`src/design/mtkte_pkg.sv`:
```
// ----------------------------------------------------------------------------
// Multi-tap keypad text entry: shared package
// Key codes, register map, field widths and the keypad character tables.
// ----------------------------------------------------------------------------
package mtkte_pkg;

    localparam int KEY_W     = 4;
    localparam int CHAR_W    = 8;
    localparam int SLOT_W    = 5;
    localparam int TICK_W    = 8;
    localparam int TAP_W     = 2;
    localparam int LKEY_W    = 5;
    localparam int PADDR_W   = 3;
    localparam int PDATA_W   = 32;

    typedef logic [KEY_W-1:0]  t_key;
    typedef logic [CHAR_W-1:0] t_char;
    typedef logic [TAP_W-1:0]  t_tap;

    // Request types.
    localparam logic REQ_KEY  = 1'b0;
    localparam logic REQ_TICK = 1'b1;

    // Keys of the fourth column.
    localparam t_key KEY_NUM_MODE    = 4'd3;
    localparam t_key KEY_LETTER_MODE = 4'd7;
    localparam t_key KEY_UPPER       = 4'd11;
    localparam t_key KEY_LOWER       = 4'd15;
    localparam logic [1:0] MODE_COLUMN = 2'd3;

    localparam logic [LKEY_W-1:0] NO_KEY   = 5'd16;
    localparam logic [TICK_W-1:0] TICK_MAX = 8'd255;

    // Register map: word index taken from paddr[2].
    localparam logic REG_REPEAT_WINDOW = 1'b0;
    localparam logic [TICK_W-1:0] REPEAT_WINDOW_RST = 8'd3;

    localparam t_char CHAR_LOWER_A = 8'h61;
    localparam t_char CHAR_LOWER_Z = 8'h7a;
    localparam t_char CASE_OFFSET  = 8'd32;

    function automatic t_char f_digit(input t_key key);
        t_char c;
        unique case (key)
            4'd0:    c = 8'h31;
            4'd1:    c = 8'h32;
            4'd2:    c = 8'h33;
            4'd4:    c = 8'h34;
            4'd5:    c = 8'h35;
            4'd6:    c = 8'h36;
            4'd8:    c = 8'h37;
            4'd9:    c = 8'h38;
            4'd10:   c = 8'h39;
            4'd12:   c = 8'h23;
            4'd13:   c = 8'h30;
            4'd14:   c = 8'h2a;
            default: c = 8'h00;
        endcase
        return c;
    endfunction

    function automatic logic [1:0] f_group_len(input t_key key);
        logic [1:0] n;
        unique case (key)
            4'd0, 4'd1, 4'd2, 4'd4, 4'd5, 4'd6, 4'd8, 4'd9: n = 2'd3;
            4'd10:   n = 2'd2;
            default: n = 2'd1;
        endcase
        return n;
    endfunction

    // The letter groups are runs of the alphabet, so a base letter plus the
    // tap index gives the character.
    function automatic t_char f_group_char(input t_key key, input t_tap idx);
        t_char base;
        t_char c;
        unique case (key)
            4'd0:    base = 8'h61;
            4'd1:    base = 8'h64;
            4'd2:    base = 8'h67;
            4'd4:    base = 8'h6a;
            4'd5:    base = 8'h6d;
            4'd6:    base = 8'h70;
            4'd8:    base = 8'h73;
            4'd9:    base = 8'h76;
            4'd10:   base = 8'h79;
            4'd12:   base = 8'h23;
            4'd13:   base = 8'h20;
            4'd14:   base = 8'h2a;
            default: base = 8'h00;
        endcase
        if (idx >= t_tap'(f_group_len(key)) || base == 8'h00) begin
            c = 8'h00;
        end else begin
            c = base + t_char'(idx);
        end
        return c;
    endfunction

    // (tap + 1) modulo the group length, exact for every tap value.
    function automatic t_tap f_next_tap(input t_tap tap, input logic [1:0] len);
        logic [2:0] inc;
        t_tap       r;
        inc = 3'(tap) + 3'd1;
        unique case (len)
            2'd2:    r = t_tap'(inc[0]);
            2'd3:    r = (inc >= 3'd3) ? t_tap'(inc - 3'd3) : t_tap'(inc);
            default: r = '0;
        endcase
        return r;
    endfunction

endpackage

```
`src/design/multi_tap_keypad_text_entry.sv`:
```
// ----------------------------------------------------------------------------
// Multi-tap keypad text entry
// Turns key presses and timer ticks into characters and text slot numbers.
// ----------------------------------------------------------------------------
// The result beat is registered and appears in the cycle after its input beat is taken.
// Throughput: one beat per cycle; the result register drains while the next
// beat is taken, and only a stalled full result register holds the input.
// Reset (i_rst_n low, synchronous): number mode, lower case, no last key,
// tick and slot counts zero, repeat window 3, result register empty.
module multi_tap_keypad_text_entry
    import mtkte_pkg::*;
#(
    parameter int TEXT_SLOTS = 32
) (
    input  logic               i_clk,
    input  logic               i_rst_n,
    // Input channel
    input  logic               i_valid,
    output logic               o_stall,
    input  logic               i_req_type,
    input  logic [KEY_W-1:0]   i_key,
    // Result channel
    output logic               o_valid,
    input  logic               i_stall,
    output logic               o_char_valid,
    output logic [CHAR_W-1:0]  o_char_code,
    output logic [SLOT_W-1:0]  o_slot,
    output logic               o_buffer_cleared,
    // Configuration port
    input  logic               psel,
    input  logic               penable,
    input  logic               pwrite,
    input  logic [PADDR_W-1:0] paddr,
    input  logic [PDATA_W-1:0] pwdata,
    output logic [PDATA_W-1:0] prdata,
    output logic               pready
);

    localparam int CNT_W = $clog2(TEXT_SLOTS + 1);
    localparam int EXT_W = (CNT_W > SLOT_W) ? CNT_W : SLOT_W;
    localparam logic [CNT_W-1:0] SLOTS = CNT_W'(TEXT_SLOTS);

    logic [TICK_W-1:0] r_repeat_window;
    logic              r_letter_mode, n_letter_mode;
    logic              r_upper_case,  n_upper_case;
    logic [LKEY_W-1:0] r_last_key,    n_last_key;
    t_tap              r_tap,         n_tap;
    logic [TICK_W-1:0] r_tick,        n_tick;
    logic [CNT_W-1:0]  r_slot_count,  n_slot_count;

    logic              r_out_valid;
    logic              r_char_valid,  n_char_valid;
    t_char             r_char_code,   n_char_code;
    logic [SLOT_W-1:0] r_slot,        n_slot;
    logic              r_cleared,     n_cleared;

    logic              in_accept;
    logic              cfg_write;
    logic              open_slot;
    logic              repeat_hit;
    logic [CNT_W-1:0]  slot_m1;
    logic [EXT_W-1:0]  slot_ext;
    t_char             letter;

    assign o_stall   = r_out_valid & i_stall;
    assign in_accept = i_valid & ~o_stall;
    assign cfg_write = psel & penable & pwrite;

    assign pready = 1'b1;
    assign prdata = (paddr[2] == REG_REPEAT_WINDOW) ? PDATA_W'(r_repeat_window) : '0;

    always_comb begin
        n_letter_mode = r_letter_mode;
        n_upper_case  = r_upper_case;
        n_last_key    = r_last_key;
        n_tap         = r_tap;
        n_tick        = r_tick;
        n_slot_count  = r_slot_count;
        n_char_valid  = 1'b0;
        n_char_code   = '0;
        n_cleared     = 1'b0;
        open_slot     = 1'b0;
        letter        = '0;
        repeat_hit    = (r_tick <= r_repeat_window) && (r_last_key == LKEY_W'(i_key));

        if (i_req_type == REQ_TICK) begin
            if (r_tick != TICK_MAX) begin
                n_tick = r_tick + TICK_W'(1);
            end
        end else if (i_key[1:0] == MODE_COLUMN) begin
            unique case (i_key)
                KEY_NUM_MODE:    n_letter_mode = 1'b0;
                KEY_LETTER_MODE: n_letter_mode = 1'b1;
                KEY_UPPER:       n_upper_case  = 1'b1;
                default:         n_upper_case  = 1'b0;
            endcase
        end else begin
            n_char_valid = 1'b1;
            if (!r_letter_mode) begin
                open_slot   = 1'b1;
                n_char_code = f_digit(i_key);
            end else begin
                if (repeat_hit) begin
                    n_tap = f_next_tap(r_tap, f_group_len(i_key));
                end else begin
                    n_tap     = '0;
                    open_slot = 1'b1;
                end
                n_last_key = LKEY_W'(i_key);
                n_tick     = '0;
                letter     = f_group_char(i_key, n_tap);
                if (r_upper_case && letter >= CHAR_LOWER_A && letter <= CHAR_LOWER_Z) begin
                    n_char_code = letter - CASE_OFFSET;
                end else begin
                    n_char_code = letter;
                end
            end
        end

        // A new slot past the end of the buffer clears the text and restarts.
        if (open_slot) begin
            if (r_slot_count >= SLOTS) begin
                n_slot_count = CNT_W'(1);
                n_cleared    = 1'b1;
            end else begin
                n_slot_count = r_slot_count + CNT_W'(1);
            end
        end
    end

    always_comb begin
        slot_m1  = n_slot_count - CNT_W'(1);
        slot_ext = EXT_W'(slot_m1);
        if (!n_char_valid || n_slot_count == '0) begin
            n_slot = '0;
        end else begin
            n_slot = slot_ext[SLOT_W-1:0];
        end
    end

    always_ff @(posedge i_clk) begin
        if (!i_rst_n) begin
            r_repeat_window <= REPEAT_WINDOW_RST;
            r_letter_mode   <= 1'b0;
            r_upper_case    <= 1'b0;
            r_last_key      <= NO_KEY;
            r_tap           <= '0;
            r_tick          <= '0;
            r_slot_count    <= '0;
            r_out_valid     <= 1'b0;
        end else begin
            if (cfg_write && paddr[2] == REG_REPEAT_WINDOW) begin
                r_repeat_window <= pwdata[TICK_W-1:0];
            end
            if (in_accept) begin
                r_letter_mode <= n_letter_mode;
                r_upper_case  <= n_upper_case;
                r_last_key    <= n_last_key;
                r_tap         <= n_tap;
                r_tick        <= n_tick;
                r_slot_count  <= n_slot_count;
                r_out_valid   <= 1'b1;
            end else if (!i_stall) begin
                r_out_valid   <= 1'b0;
            end
        end
    end

    always_ff @(posedge i_clk) begin
        if (in_accept) begin
            r_char_valid <= n_char_valid;
            r_char_code  <= n_char_code;
            r_slot       <= n_slot;
            r_cleared    <= n_cleared;
        end
    end

    assign o_valid          = r_out_valid;
    assign o_char_valid     = r_char_valid;
    assign o_char_code      = r_char_code;
    assign o_slot           = r_slot;
    assign o_buffer_cleared = r_cleared;

endmodule

```
`config.mk`:
```
export PLATFORM = sky130hd
export DESIGN_NAME = multi_tap_keypad_text_entry
export DESIGN_NICKNAME = d
export VERILOG_FILES = /design/src/design/mtkte_pkg.sv /design/src/design/multi_tap_keypad_text_entry.sv
export SDC_FILE = /design/constraint.sdc
export NUM_CORES = 1
export LEC_CHECK = 0
export ABC_CLOCK_PERIOD_IN_PS = 5200
export BUFFER_PORTS_ARGS = -buffer_cell sky130_fd_sc_hd__buf_4
export CELL_PAD_IN_SITES_DETAIL_PLACEMENT = 0
export CELL_PAD_IN_SITES_GLOBAL_PLACEMENT = 1
export CORE_MARGIN = 4
export CORE_UTILIZATION = 30
export CTS_BUF_LIST = sky130_fd_sc_hd__clkbuf_8
export DETAILED_ROUTE_END_ITERATION = 8
export GPL_TIMING_DRIVEN = 0
export PLACE_DENSITY = 0.67
export SYNTH_ARGS = -nofsm -noshare
export SYNTH_HDL_FRONTEND = slang
export SYNTH_SLANG_ARGS = --single-unit
```
`constraint.sdc`:
```
create_clock -name i_clk -period 5.2 [get_ports i_clk]
set_input_delay 0.26 -clock i_clk [delete_from_list [all_inputs] [get_ports i_clk]]
set_output_delay 0.26 -clock i_clk [all_outputs]
set_load 0.02 [all_outputs]
```
# Word level (Yosys, flattened, before mapping)
# Memories as Yosys holds them, arrays and structs flattened.
# Cells that the tools add are included.
# totals
ff_bits	47
rom_bits	272
input_bits	47
output_inout_bits	50
elab_cells	106
memories	4
# classes
add_sub_neg	7
n_lt_le_gt_ge	6
n_eq_ne	11
n_mux	40
bitwise_logic	9
reduce_logical	17
# mem_list
memory	words	word_bits	read_ports	rd_clocked_by_memory_dff	write_ports	line	text
(name not given)	16	7	1	0	0	mtkte_pkg.sv:77	unique case (key)
(name not given)	16	6	1	0	0	mtkte_pkg.sv:44	unique case (key)
(name not given)	16	2	1	0	0	mtkte_pkg.sv:64	unique case (key)
(name not given)	16	2	1	0	0	mtkte_pkg.sv:64	
# ops
cell	n
8-bit two-way mux	14
2-bit two-way mux	12
4-bit AND reduction	4
6-bit two-way mux	2
1-bit two-way mux	9
8-bit by 1-bit adder with 8-bit output, second input constant	1
8-bit by 2-bit adder with 8-bit output	1
8-bit by 7-bit >= comparator with 1-bit output, second input constant	1
8-bit by 7-bit <= comparator with 1-bit output, second input constant	1
8-bit <= comparator	1
8-bit logical NOT	1
8-bit != test, second input constant	1
8-bit by 6-bit subtractor with 8-bit output, second input constant	1
6-bit by 1-bit adder with 6-bit output, second input constant	1
2-bit equality test, second input constant	3
6-bit >= comparator, second input constant	1
6-bit logical NOT	1
5-bit by 4-bit equality test with 1-bit output	1
1-bit inverter	5
5-bit by 1-bit subtractor with 5-bit output, second input constant	1
1-bit bitwise AND	4
4-bit by 2-bit equality test with 1-bit output, second input constant	1
4-bit by 3-bit equality test with 1-bit output, second input constant	1
4-bit equality test, second input constant	1
13 further kinds	21

# Depth between registers and ports, before layout
# depth
ltp_word	23
depth_mapped	17

# Worst setup path before layout
# Ideal clock, no wire load.
# synth_path
path_type	flip-flop to flip-flop
start	reg r_repeat_window[5]
end	reg r_char_code[7], in the netlist o_char_code[7], data pin
setup_time_ns	0.256
arrival_ns	3.323
required_ns	4.944
setup_slack_ns	1.621
stages_incl_launch_ff	17
path_buffers	0
path_cell_list	dfxtp_1 inv_1 ha_1 a211oi_2 nor2_2 nor4bb_4 o21ai_0 nor3_1 ha_1 inv_1 fa_1 or2_2 xor2_1 nand2_1 o21ai_0 a21oi_1 a41o_1
# synth_between
elab_chain_len	17
# synth_rtl
element	line	text
start, declared	multi_tap_keypad_text_entry.sv:43	logic [TICK_W-1:0] r_repeat_window;
start signal, assigned	multi_tap_keypad_text_entry.sv:153	r_repeat_window <= pwdata[TICK_W-1:0];
8-bit <= comparator *	multi_tap_keypad_text_entry.sv:84	repeat_hit = (r_tick <= r_repeat_window) && (r_last_key == LKEY_W'(i_key));
1-bit logical AND *	multi_tap_keypad_text_entry.sv:84	
2-bit two-way mux *	multi_tap_keypad_text_entry.sv:103	if (repeat_hit) begin
2-bit two-way mux *	multi_tap_keypad_text_entry.sv:99	if (!r_letter_mode) begin
2-bit two-way mux *	multi_tap_keypad_text_entry.sv:90	end else if (i_key[1:0] == MODE_COLUMN) begin
2-bit two-way mux *	multi_tap_keypad_text_entry.sv:86	if (i_req_type == REQ_TICK) begin
parallel branches: the longest is 2 deep, another holds 8-bit by 2-bit adder with 8-bit output	--	
8-bit two-way mux *	mtkte_pkg.sv:92	if (idx >= t_tap'(f_group_len(key)) || base == 8'h00) begin
8-bit two-way mux *	multi_tap_keypad_text_entry.sv:99	
8-bit two-way mux *	multi_tap_keypad_text_entry.sv:90	
8-bit two-way mux *	multi_tap_keypad_text_entry.sv:86	
8-bit by 7-bit >= comparator with 1-bit output	multi_tap_keypad_text_entry.sv:112	if (r_upper_case && letter >= CHAR_LOWER_A && letter <= CHAR_LOWER_Z) begin
1-bit logical AND (2 in a row)	multi_tap_keypad_text_entry.sv:112	
8-bit two-way mux *	multi_tap_keypad_text_entry.sv:112	
8-bit two-way mux *	multi_tap_keypad_text_entry.sv:99	
end signal, assigned	multi_tap_keypad_text_entry.sv:172	r_char_code <= n_char_code;
end, declared	multi_tap_keypad_text_entry.sv:53	t_char r_char_code, n_char_code;
# Mark *: on every way between the ends. The select of a mux whose other input is x is not followed.
# A chain may end at the register's enable or synchronous reset.

# Worst setup path after layout
# layout_path
start	reg r_repeat_window[5]
end	reg r_char_code[5], in the netlist o_char_code[5], data pin
# The elaborated chain is that of the path after synthesis.

==> impl_metrics.yaml <==
finish:
  antenna_cells: 0
  final_cell_mix: "buf_4 (69), nand2_1 (44), nor2_1 (33)"
  fin_nets: 535
  nFillCells: 1168
  final_common_cell: "buf_4"
  drive_gt1_frac: 0.212
  syn_to_final_growth_pct: 20.2
  fin_area_sq_mm: 0.00405
timing:
  setup_viol: 0
  finalHoldViolations: 0
  fin_ws_ns: 1.17
  fin_crit_sh: 0.775
  worstMarginPinSlew_ns: 1.05
  layout_min_cycle_time_ns: 4.03
  rsz0062_at_grt: "no"
  fmax_mhz: 248
  finClkSkew_ns: 0.0104
  fin_setup_tns_ns: 0
  max_slew_margin: 0.299
  slew_viol_final: 0
global_routing:
  grt_use_total: 0.120
  grt_overflow: 0
  grt_max_degree: 23
  grt_pass1_wl_um: 12700
  grt_pass1_vias: 2641
  antenna_found_initial: 0
pwr:
  clockPowerShare: 0.288
  power.total_uw: 811
  switchingPower_uw: 235
  switching_share: 0.290
  ir_drop_mv: 0.122
  powerDensity_mw_per_mm2: 200
  internal-power_uw: 576
  power_frac_comb: 0.221
  power.leakage_nw: 1.78
  power_frac_seq: 0.491
logic_synthesis:
  synth_edf_count: 15
  synthFlopType: "dfxtp_1"
  ys_seq_area_frac: 0.324
  avgSynthCellArea_sq_um: 8.66
  yosysWarnings: 0
  synthesis.area_sq_mm: 0.00337
  synthCells: 389
  ys_ff_latch: 47
  async_reset_ff_frac: 0
  ys_types: 64
outcome:
  status: "finished clean"
clock_tree:
  numCtsBuffers: 5
  post_cts_buffers: 0
  cts_num_sinks: 47
  cts_tree: "done"
  path_clk_slew_ns: 0.09
  clk_path_buf_depth: 2
  cts_hold_buffers: 0
  clk_latency_ns: 0.30
  cts_htree_levels: 2
  cts-root-buf: "clkbuf_8"
  cts-resized-gates: 0
floorplanning:
  die_area_sq_mm: 0.0130
  rows: 38
  die_y_um: 114
  start_util: 0.308
  ios: 97
  core_region_area_sq_mm: 0.0109
  die_width_um: 114
min_path:
  hold_path_end: "o_valid"
  holdPathStages: 2
  hold_class: "in -> reg"
  min_from: "i_valid"
setup_path:
  required_ns: 5.24
  start_kind: "flip-flop"
  rrSetupSlack_ns: 1.17
  critPathMaxFanout: 7
  r2r_end: "o_char_code[5]"
  critPathKind: "reg -> reg"
  timing.rr.start: "r_repeat_window[5]"
  r2r_cells: 16
  worstSetupEndpointType: "flip-flop"
  critPathTopFamily: "compound AO/OA/AOI/OAI gates"
  slowest_stage: "a211oi_2"
  crit_arrival_ns: 4.07
  slowest_delay_ns: 0.49
  crit_chain: "inv_1 > ha_1 > a211oi_2 > nor2_2 > o31ai_1 > o21ai_0 > nor3_1 > inv_1 > ha_1 > nand2b_1 > a211oi_2 > nand2b_1 > nor3_1 > o21ai_0 > a21oi_1 > o22ai_1"
  critPathBufInv: 2
route:
  vias_per_cell: 4.54
  first_pass_iters: 5
  drtIter0Drc: 57
  drc: 0
  drtAntennaViolNets: 0
  wl_per_cell_um: 12.4
  vias: 2738
  drt-total-wl_um: 7490
flow_run:
  drv_cap: 0
placement:
  post-place-ws_ns: 1.20
  place.gp.congestion: 0.824
  placed_area_sq_mm: 0.00395
  port-buffer-count: 43
  place_hpwl_um: 5990
## metrics by stage
stage | instances | hold WS, ns | utilization
after floorplan | 412 | 0.384 | -
after global routing | 603 | 0.163 | 0.370
after detailed placement | 595 | 0.443 | 0.361
after global placement | 595 | 0.439 | 0.361
after CTS | 603 | 0.153 | 0.370
final | 603 | 0.164 | 0.370
## cells by family (layout without fill, tap and decap cells)
| family | after synthesis | count (layout) | share of synthesized area |
|---|---|---|---|
| multiplexers | 11 | 11 | 0.0331 |
| flip-flops | 47 | 47 | 0.324 |
| XOR/XNOR | 16 | 16 | 0.0416 |
| AND/OR/NAND/NOR | 149 | 149 | 0.238 |
| AO/OA/AOI/OAI | 74 | 74 | 0.158 |
| buffers and inverters | 64 | 115 | 0.104 |
| other | 2 | 25 | 0.00223 |
| adder cells (fa/ha/maj) | 26 | 26 | 0.0988 |
## cell type report
| type | count | area, sq um | share of cell area |
|---|---|---|---|
| plain buffers | 42 | 268 | 0.0662 |
| clock buffers | 6 | 82.6 | 0.0204 |
| clock inverters | 2 | 12.5 | 0.00309 |
| inverters | 22 | 82.6 | 0.0204 |
| multi-input cells | 301 | 2010 | 0.497 |
| flip-flops and latches | 47 | 1090 | 0.270 |
| well taps | 140 | 175 | 0.0433 |
| repair buffers | 43 | 323 | 0.0798 |
## power groups by stage
stage	sequential, mW	combinational, mW	clock [mW]
2_1_floorplan	0.417	0.117	0
3_3_place_gp	0.406	0.178	0
3_5_place_dp	0.407	0.179	0
4_1_cts	0.398	0.180	0.247
5_1_grt	0.400	0.198	0.262
6_report	0.398	0.179	0.234
## metal layers
metal,vias to the layer above,global-route usage,part of all wire,wire length (um)
met5,-,0,0,0
met4,0,0.0451,0.020,153
met3,11,0.0255,0.050,375
met2,71,0.193,0.46,3430
met1,1214,0.157,0.47,3540
li1,1442,-,-,-
## cell usage after synthesis (all sizes together) (7+ instances only)
| library cell | number | area, sq um |
|---|---|---|
| clkbuf | 10 | 37.5 |
| xor2 | 9 | 78.8 |
| a21boi | 11 | 86.3 |
| inv | 22 | 82.6 |
| nor2 | 34 | 130 |
| a21oi | 17 | 85.1 |
| ha | 25 | 313 |
| xnor2 | 7 | 61.3 |
| edfxtp | 15 | 450 |
| dfxtp | 32 | 641 |
| mux2i | 10 | 100 |
| nor2b | 17 | 106 |
| nand3 | 9 | 45.0 |
| nor3 | 9 | 45.0 |
| o21ai | 16 | 80.1 |
| buf | 32 | 230 |
| nand2 | 44 | 165 |
## worst max path at each step
stage / from / endpoint / slack, ns / cells past startpoint
6_report: r_repeat_window[5] / o_char_code[5] / 1.17 / 16
3_5_place_dp: r_repeat_window[5] / o_char_code[6] / 1.20 / 16
3_3_place_gp: r_repeat_window[5] / o_char_code[5] / 1.21 / 16
5_1_grt: r_repeat_window[5] / o_char_code[6] / 0.80 / 16
2_1_floorplan: r_repeat_window[5] / o_char_code[7] / 1.62 / 16
4_1_cts: r_repeat_window[5] / o_char_code[6] / 1.13 / 16
## flip-flops by register name, indices dropped and copies added (netlist names), 2 cells and up
name	flops
o_char_code	8
r_slot_count	6
r_tick	8
r_last_key	5
r_tap	2
o_slot	5
r_repeat_window	8
No activity file was read; power rests on OpenSTA's default activity.
